===== src/sv/quadrature_encoder_counter_macros.svh =====
// Assertion macros shared by the quadrature encoder counter RTL.
`ifndef QUADRATURE_ENCODER_COUNTER_MACROS_SVH
`define QUADRATURE_ENCODER_COUNTER_MACROS_SVH

// Check a property on every rising clk edge, skipped while in reset.
`define QEC_ASSERT(lbl, prop, msg) \
    lbl: assert property (@(posedge clk) disable iff (!rst_n) (prop)) else $error(msg);

// Check an implication whose consequent starts in the cycle after the antecedent.
`define QEC_ASSERT_NEXT(lbl, ante, cons, msg) \
    lbl: assert property (@(posedge clk) disable iff (!rst_n) (ante) |=> (cons)) \
        else $error(msg);

`endif


===== src/sv/qec_pkg.sv =====
// Types, constants and the Gray-code step table of the quadrature encoder counter.
`timescale 1ns / 1ps
`default_nettype none
package qec_pkg;

    localparam int unsigned COUNT_W = 16;
    localparam int unsigned ACC_W   = 3;

    localparam logic CMD_SAMPLE = 1'b0;
    localparam logic CMD_LOAD   = 1'b1;

    localparam logic [ACC_W-1:0]   ACC_REST    = 3'd4;
    localparam logic [COUNT_W-1:0] LIMIT_RESET = 16'd60000;

    localparam logic [1:0] DIR_NONE = 2'd0;
    localparam logic [1:0] DIR_FWD  = 2'd1;
    localparam logic [1:0] DIR_BACK = 2'd2;

    typedef struct packed {
        logic               cmd;
        logic               pin_a;
        logic               pin_b;
        logic [COUNT_W-1:0] load_value;
    } item_t;

    typedef struct packed {
        logic [1:0]         prev_pins;
        logic [ACC_W-1:0]   acc;
        logic [COUNT_W-1:0] count;
    } state_t;

    // Forward: 0->1->3->2->0, backward the reverse; anything else is no step.
    function automatic logic [1:0] step_dir(input logic [1:0] from, input logic [1:0] to);
        logic [1:0] fwd;
        logic [1:0] back;
        unique case (from)
            2'd0: begin fwd = 2'd1; back = 2'd2; end
            2'd1: begin fwd = 2'd3; back = 2'd0; end
            2'd2: begin fwd = 2'd0; back = 2'd3; end
            default: begin fwd = 2'd2; back = 2'd1; end
        endcase
        if (to == fwd) begin
            return DIR_FWD;
        end
        if (to == back) begin
            return DIR_BACK;
        end
        return DIR_NONE;
    endfunction

endpackage
`default_nettype wire


===== src/sv/qec_step.sv =====
// Next-state logic for one sample or load transaction.
`timescale 1ns / 1ps
`default_nettype none
module qec_step (
    input  qec_pkg::state_t              cur,
    input  qec_pkg::item_t               item,
    input  logic [qec_pkg::COUNT_W-1:0]  limit,
    output qec_pkg::state_t              nxt
);
    import qec_pkg::*;

    logic [1:0]       now_pins;
    logic [1:0]       dir;
    logic [ACC_W:0]   acc_step;
    logic [COUNT_W-1:0] count_step;

    assign now_pins = {item.pin_b, item.pin_a};
    assign dir      = step_dir(cur.prev_pins, now_pins);

    always_comb begin
        nxt = cur;
        acc_step   = {1'b0, cur.acc};
        count_step = cur.count;
        if (item.cmd == CMD_LOAD) begin
            nxt.count = item.load_value;
        end else begin
            unique case (dir)
                DIR_FWD:  acc_step = {1'b0, cur.acc} + {{ACC_W{1'b0}}, 1'b1};
                DIR_BACK: acc_step = {1'b0, cur.acc} - {{ACC_W{1'b0}}, 1'b1};
                default:  acc_step = {1'b0, cur.acc};
            endcase
            nxt.acc = acc_step[ACC_W-1:0];
            // Full detent either way: move the count and drop back to rest.
            if (acc_step[ACC_W]) begin
                count_step = cur.count + {{(COUNT_W-1){1'b0}}, 1'b1};
                nxt.acc    = ACC_REST;
            end else if (acc_step == '0) begin
                count_step = cur.count - {{(COUNT_W-1){1'b0}}, 1'b1};
                nxt.acc    = ACC_REST;
            end
            nxt.count     = (count_step >= limit) ? '0 : count_step;
            nxt.prev_pins = now_pins;
        end
    end

endmodule
`default_nettype wire


===== src/sv/quadrature_encoder_counter.sv =====
// A transaction accepted into the input register moves on to the result register once that is free or draining.
// Throughput: one transaction per cycle unless a held result stalls it; the state update sits between the
// input register and the result register, so the state loop passes through state_reg alone.
// Reset: count 0, sub-step 4, previous pins 0, count_limit 60000, both stages empty.
// A held result stalls the input register, which then holds one more transaction.
`timescale 1ns / 1ps
`default_nettype none
`include "quadrature_encoder_counter_macros.svh"
module quadrature_encoder_counter (
    input  logic                         clk,
    input  logic                         rst_n,
    input  logic                         cfg_valid,
    output logic                         cfg_ready,
    input  logic [qec_pkg::COUNT_W-1:0]  cfg_data,
    input  logic                         in_valid,
    output logic                         in_ready,
    input  logic                         cmd,
    input  logic                         pin_a,
    input  logic                         pin_b,
    input  logic [qec_pkg::COUNT_W-1:0]  load_value,
    output logic                         out_valid,
    input  logic                         out_ready,
    output logic [qec_pkg::COUNT_W-1:0]  count,
    output logic [qec_pkg::ACC_W-1:0]    sub_step
);
    import qec_pkg::*;

    logic [COUNT_W-1:0] count_limit_reg;
    logic               in_valid_reg;
    item_t              in_item_reg;
    logic               out_valid_reg;
    logic [COUNT_W-1:0] out_count_reg;
    logic [ACC_W-1:0]   out_sub_step_reg;
    state_t             state_reg;
    state_t             state_next;
    logic               advance;

    assign cfg_ready = 1'b1;

    always_ff @(posedge clk or negedge rst_n) begin
        if (!rst_n) begin
            count_limit_reg <= LIMIT_RESET;
        end else if (cfg_valid && cfg_ready) begin
            count_limit_reg <= cfg_data;
        end
    end

    // Move the held transaction on when the result register is free or draining.
    assign advance  = in_valid_reg && (!out_valid_reg || out_ready);
    assign in_ready = !in_valid_reg || advance;

    always_ff @(posedge clk or negedge rst_n) begin
        if (!rst_n) begin
            in_valid_reg <= 1'b0;
        end else if (in_ready) begin
            in_valid_reg <= in_valid;
        end
    end

    always_ff @(posedge clk) begin
        if (in_valid && in_ready) begin
            in_item_reg <= '{cmd: cmd, pin_a: pin_a, pin_b: pin_b, load_value: load_value};
        end
    end

    qec_step u_step (
        .cur   (state_reg),
        .item  (in_item_reg),
        .limit (count_limit_reg),
        .nxt   (state_next)
    );

    always_ff @(posedge clk or negedge rst_n) begin
        if (!rst_n) begin
            state_reg     <= '{prev_pins: 2'd0, acc: ACC_REST, count: '0};
            out_valid_reg <= 1'b0;
        end else begin
            if (advance) begin
                state_reg <= state_next;
            end
            if (advance) begin
                out_valid_reg <= 1'b1;
            end else if (out_ready) begin
                out_valid_reg <= 1'b0;
            end
        end
    end

    always_ff @(posedge clk) begin
        if (advance) begin
            out_count_reg    <= state_next.count;
            out_sub_step_reg <= state_next.acc;
        end
    end

    assign out_valid = out_valid_reg;
    assign count     = out_count_reg;
    assign sub_step  = out_sub_step_reg;

    `QEC_ASSERT(a_acc_never_zero, state_reg.acc != '0, "sub-step accumulator reached zero at rest")
    `QEC_ASSERT_NEXT(a_advance_fills_out, advance, out_valid_reg,
        "advanced transaction did not reach the result register")
    `QEC_ASSERT_NEXT(a_load_sets_count, advance && in_item_reg.cmd == CMD_LOAD,
        state_reg.count == $past(in_item_reg.load_value), "load did not set the count")
    `QEC_ASSERT_NEXT(a_stall_holds_input, in_valid_reg && !advance,
        in_valid_reg && $stable(in_item_reg), "stalled input register changed")

endmodule
`default_nettype wire

===== config.mk =====
export PLATFORM = sky130hd
export DESIGN_NAME = quadrature_encoder_counter
export DESIGN_NICKNAME = d
export VERILOG_FILES = /design/src/sv/qec_pkg.sv /design/src/sv/qec_step.sv /design/src/sv/quadrature_encoder_counter.sv
export VERILOG_INCLUDE_DIRS = /design/src /design/src/sv
export SDC_FILE = /design/constraint.sdc
export NUM_CORES = 1
export LEC_CHECK = 0
export ABC_AREA = 1
export BUFFER_PORTS_ARGS = -buffer_cell sky130_fd_sc_hd__buf_4
export CORE_AREA = 2 2 98 100
export DETAILED_ROUTE_END_ITERATION = 7
export DIE_AREA = 0 0 100 102
export PLACE_DENSITY = 0.77
export SETUP_SLACK_MARGIN = 0.3
export SYNTH_ARGS = -nofsm -noshare
export SYNTH_HDL_FRONTEND = slang
export SYNTH_SLANG_ARGS = --single-unit

===== constraint.sdc =====
create_clock -name clk -period 3.3 [get_ports clk]
set_input_delay 0.495 -clock clk [delete_from_list [all_inputs] [get_ports clk]]
set_output_delay 0.495 -clock clk [all_outputs]
set_load 0.005 [all_outputs]

# After elaboration in Yosys (flattened, before gate mapping)
# Cells that the tools add are included.
[totals]
ff_bits = 77
latchBits = 0
ramBits = 0
mem_bits_ro = 0
in_bits = 40
out_inout_bits = 22
word_cells = 55
memories = 0
[op_classes]
n_addsub = 4
n_mul = 0
div = 0
order_cmp = 1
eq_ne = 6
shifts = 0
n_mux = 21
n_bitwise = 1
n_reduce_logical = 10
[ops]
columns = ["cell", "count"]
rows = [
  ["16-bit two-way mux", 5],
  ["16-bit by 1-bit adder with 16-bit output (second input constant)", 1],
  ["16-bit greater-or-equal comparator", 1],
  ["16-bit by 1-bit subtractor with 16-bit output (second input constant)", 1],
  ["2-bit case mux with 3 select lines", 2],
  ["3-bit two-way mux", 3],
  ["2-bit two-way mux", 4],
  ["4-bit case mux with 2 select lines", 1],
  ["1-bit two-way mux", 5],
  ["3-bit by 1-bit adder with 4-bit output (second input constant)", 1],
  ["2-bit by 1-bit == test with 1-bit output (second input constant)", 2],
  ["2-bit == test", 2],
  ["2-bit == test (second input constant)", 2],
  ["4-bit logical NOT", 1],
  ["4-bit two-way mux", 1],
  ["3-bit by 1-bit subtractor with 4-bit output (second input constant)", 1],
  ["1-bit logical AND", 2],
  ["1-bit logical NOT", 2],
  ["2-bit logical NOT", 1],
  ["1-bit logical OR", 2],
  ["2-bit AND reduction", 1],
  ["2-bit nonzero test", 1],
  ["1-bit NOT", 1],
]

# Longest topological paths before layout
[logic_depth]
depth_word = 17
ltp_mapped = 33
ltp_nobuf = 31

# By module
# A second synthesis with hierarchy kept.
[hier_totals]
cells_unflattened = 615
hier_area_um2 = 4769.6
[modules_own_cells]
columns = ["module", "instances", "cells_each", "area_per_inst_um2", "seq_area_each_um2"]
rows = [
  ["quadrature_encoder_counter", 1, 208, 2691.3, 2127.0],
  ["qec_step", 1, 407, 2078.2, 0.0],
]

# Least setup slack after synthesis
# Ideal clock, no wire load.
[synth_path]
path_type = "reg-to-reg"
startpoint = "register in_item_reg[16] in the netlist's numbering"
endpoint = "register out_count_reg[11], in the netlist count[11], data pin"
setup_ns = 0.256
t_arrival_ns = 3.259
required_ns = 3.044
path_slack_ns = -0.215
stages_incl_launch_ff = 29
n_path_buf = 2
period_less_slack_ns = 3.515
cell_sequence = "edfxtp_1 nand2_1 nand2_2 nand2_4 inv_1 ha_1 nor2_1 inv_1 nand2_1 nand2_2 nand2_4 inv_4 nor2_8 buf_4 nand3_1 nand2_1 nand2_1 and2_1 ha_1 nand2_1 inv_1 nand3_1 nor3_1 nand3_1 nand3_1 nor2_2 buf_2 nand3_1 nand2_2"
[synth_rtl]
columns = ["item", "line_no", "rtl"]
rows = [
  ["start: declaration", "quadrature_encoder_counter.sv:30", "item_t in_item_reg;"],
  ["start signal: assignment", "quadrature_encoder_counter.sv:62", "in_item_reg <= '{cmd: cmd, pin_a: pin_a, pin_b: pin_b, load_value: load_value};"],
  ["end signal: assignment", "quadrature_encoder_counter.sv:91", "out_count_reg <= state_next.count;"],
  ["end: declaration", "quadrature_encoder_counter.sv:32", "logic [COUNT_W-1:0] out_count_reg;"],
]

==> results.cfg <==
[clock_network]
clock-root-buffer = clkbuf_8
cts.htree.levels = 3
cts_tree = built
clk_transition_reported_paths_ns = 0.10
clock-sinks = 77
ctsHoldBuffers = 0
cts.path.max_buffers = 2
cts_made_buffers = 9
clock_latency_ns = 0.37

[sta]
fin_crit_sh = 1.13
slew_headroom = 0.517
worst_slack_ns = -0.434
fin_skew_ns = 0.0160
tightest_slew_ns = 0.724
drv_slew = 0
holdWs_ns = 0.0971
fmax_mhz = 268
setup_viol = 32
finalHoldViolations = 0
rsz0062_at_grt = true
fin_crit_ns = 3.73

[routing]
drt_first_iter_violations = 319
drc = 0
dr.pass1.iters = 5
wl_per_cell_um = 15.6
ant_nets = 0
viasPerCell = 5.26
dr_total_vias = 4442
totalWireLength_um = 13200

[floorplan]
start_util = 0.517
die_x_um = 100
die_h_um = 102
boundaryPins = 62
die_area_um2 = 10200
core_region_area_um2 = 9110
rows = 35

[finish]
fill_cells = 689
diodes = 0
regArea_um2 = 2130
finalInstanceArea_um2 = 6550
largest_register_ffs = 21
drive_above_1_share = 0.371
syn_to_final_growth_pct = 39.0
nets = 789
multi_input_area_um2 = 2640

[hold_path]
hp-class = in2async

[power]
pwr_density_cell_nw_per_um2 = 1220
peakVddDrop_mv = 0.574
power_leakage_nw = 3.16

[placed_design]
gp_congestion = 0.919
port_buffers = 60
placed_cell_area_um2 = 5750
hpwl_um = 8930
post-place-ws_ns = -0.561

[global_routing]
grt.total_usage = 0.263
overflow = 0
grt_first_pass_wirelength_um = 20800
grt_antenna_before_repair = 0
grt_pass1_vias = 4280
grt_max_degree = 40

[yosys]
synth_top_area_share = 0.242
synth_compound_area_frac = 0.0648
ys_ff_latch = 77
synth_edf_count = 38
synth_top_family_by_area = simple AND/OR/NAND/NOR gates
ys_async_sr_fraction = 0.506
synthAdderAreaFrac = 0.0574
synth_common_cells = nand2_1, inv_1, nand3_1, edfxtp_1, nor2_1
synth-seq-area-share = 0.452
synth_mux_area_frac = 0.00239
yosys-top-cells-area = edfxtp_1, nand2_1, dfrtp_1
synth_ff_type = edfxtp_1
synthMostInstantiatedCell = nand2_1
synthCells = 592
synth-simple-area-share = 0.306
avgSynthCellArea_um2 = 7.96
syn_nets = 653
synth_largest_area_cell = edfxtp_1
synth_xor_xnor_area_share = 0.0465
synth_warnings = 0
synth_cell_types = 36
syn-cell-area_um2 = 4710

[outcome]
violations = negative setup slack
status = finished with violations

[critical_path]
cp_max_fo = 8
criticalPathCategory = reg2reg
r2r_cells = 26
cp.required_ns = 3.42
r2r_end = count[6]
cp.arrival_ns = 3.85
critPathCaptureType = flip-flop
regToRegSetupSlack_ns = -0.43
r2r_start = in_item_reg[16]
critPathLaunchType = flip-flop

[job]
cap_violations = 0
-- through the flow --
step	util	total power [mW]	std cells	setup TNS, ns
2_1_floorplan	-	3.98	592	-0.657
6_report	0.719	7.99	844	-12.73
3_3_place_gp	0.632	5.67	803	-14.21
3_5_place_dp	0.632	5.77	803	-15.07
4_1_cts	0.701	7.52	842	-11.41
5_1_grt	0.719	8.56	844	-18.23
-- kinds of logic after synthesis --
logic type / count (synthesis)
buffers and inverters: 82
adders and majority gates: 21
and+or+nand+nor: 331
DFF: 77
AOI/OAI and AO/OA: 54
other: 1
muxes: 1
xor gates and xnor gates: 25
-- repair_timing --
action,CTS,global route
buffers inserted,22,2
cloned,1,0
gates resized for setup,66,37
pin swaps,37,37
endpoints found under the setup margin,32,32
-- critical path, stage by stage, from the launching register on --
cell	delay [ns]
edfxtp_1	0.49
inv_2	0.11
nand2_2	0.05
nand2_2	0.07
nand2_4	0.05
inv_4	0.07
fa_2	0.44
nand2_2	0.10
nand2_4	0.07
nor2_8	0.18
buf_12	0.14
buf_16	0.10
buf_6	0.09
nand3_2	0.05
nand2_2	0.09
a21boi_2	0.07
ha_1	0.29
nand2_1	0.06
inv_2	0.07
nand3_4	0.07
nor3_4	0.25
nand3_2	0.10
nand3_2	0.10
nor2_4	0.05
buf_12	0.16
nand3_4	0.09
nand2_2	0.06
-- worst max path at each step --
stage	slack [ns]	end	depth (start not counted)	from
detailed placement	-0.56	state_reg[8]	25	state_reg[20]
floorplan	-0.05	count[11]	25	in_item_reg[17]
global route	-0.60	count[6]	26	in_item_reg[16]
finish	-0.43	count[6]	26	in_item_reg[16]
CTS	-0.38	state_reg[8]	27	in_item_reg[16]
global placement	-0.56	state_reg[8]	25	in_item_reg[16]
-- layer usage --
layer,global-route usage,share of wire
met1,0.359,0.45
met2,0.430,0.48
met3,0.0506,0.053
met4,0.0790,0.022
met5,0,0
-- area by class of cell --
| cell class | count | share of cell area |
|---|---|---|
| Multi-Input combinational cell | 433 | 0.403 |
| Sequential cell | 77 | 0.325 |
| Timing Repair Buffer | 149 | 0.189 |
| Inverter | 58 | 0.0340 |
| Tap cell | 111 | 0.0212 |
| Clock buffer | 9 | 0.0189 |
| Clock inverter | 7 | 0.00898 |
-- placed cells by master, fill, tap and decap left out, types with 2 or more instances in the layout --
cell	instances
clkbuf_8	9
inv_2	6
edfxtp_1	38
clkinv_4	3
ha_4	4
nand2_2	41
nand2_1	177
nand2_4	7
o22ai_1	2
xor2_1	24
o21ai_2	2
buf_4	134
buf_6	8
a21boi_2	3
and2_4	2
nor2_1	37
a21boi_1	3
nor2_8	2
nand3_4	10
nand3_1	31
a31oi_1	2
ha_1	16
o21ai_0	25
inv_4	2
o21ai_1	3
a21oi_2	3
a21oi_1	5
dfstp_2	8
a21boi_0	5
nor3_1	6
dfrtp_1	31
inv_1	49
buf_12	5
nand3_2	11
-- power breakdown --
| group | internal [mW] | leakage [nW] | switching [mW] |
|---|---|---|---|
| combinational | 2.77 | 2.23 | 3.03 |
| clock | 0.284 | 0.0917 | 0.403 |
| sequential | 1.31 | 0.841 | 0.196 |
| total | 4.36 | 3.16 | 3.63 |
Power figures use the tool's default switching activity.
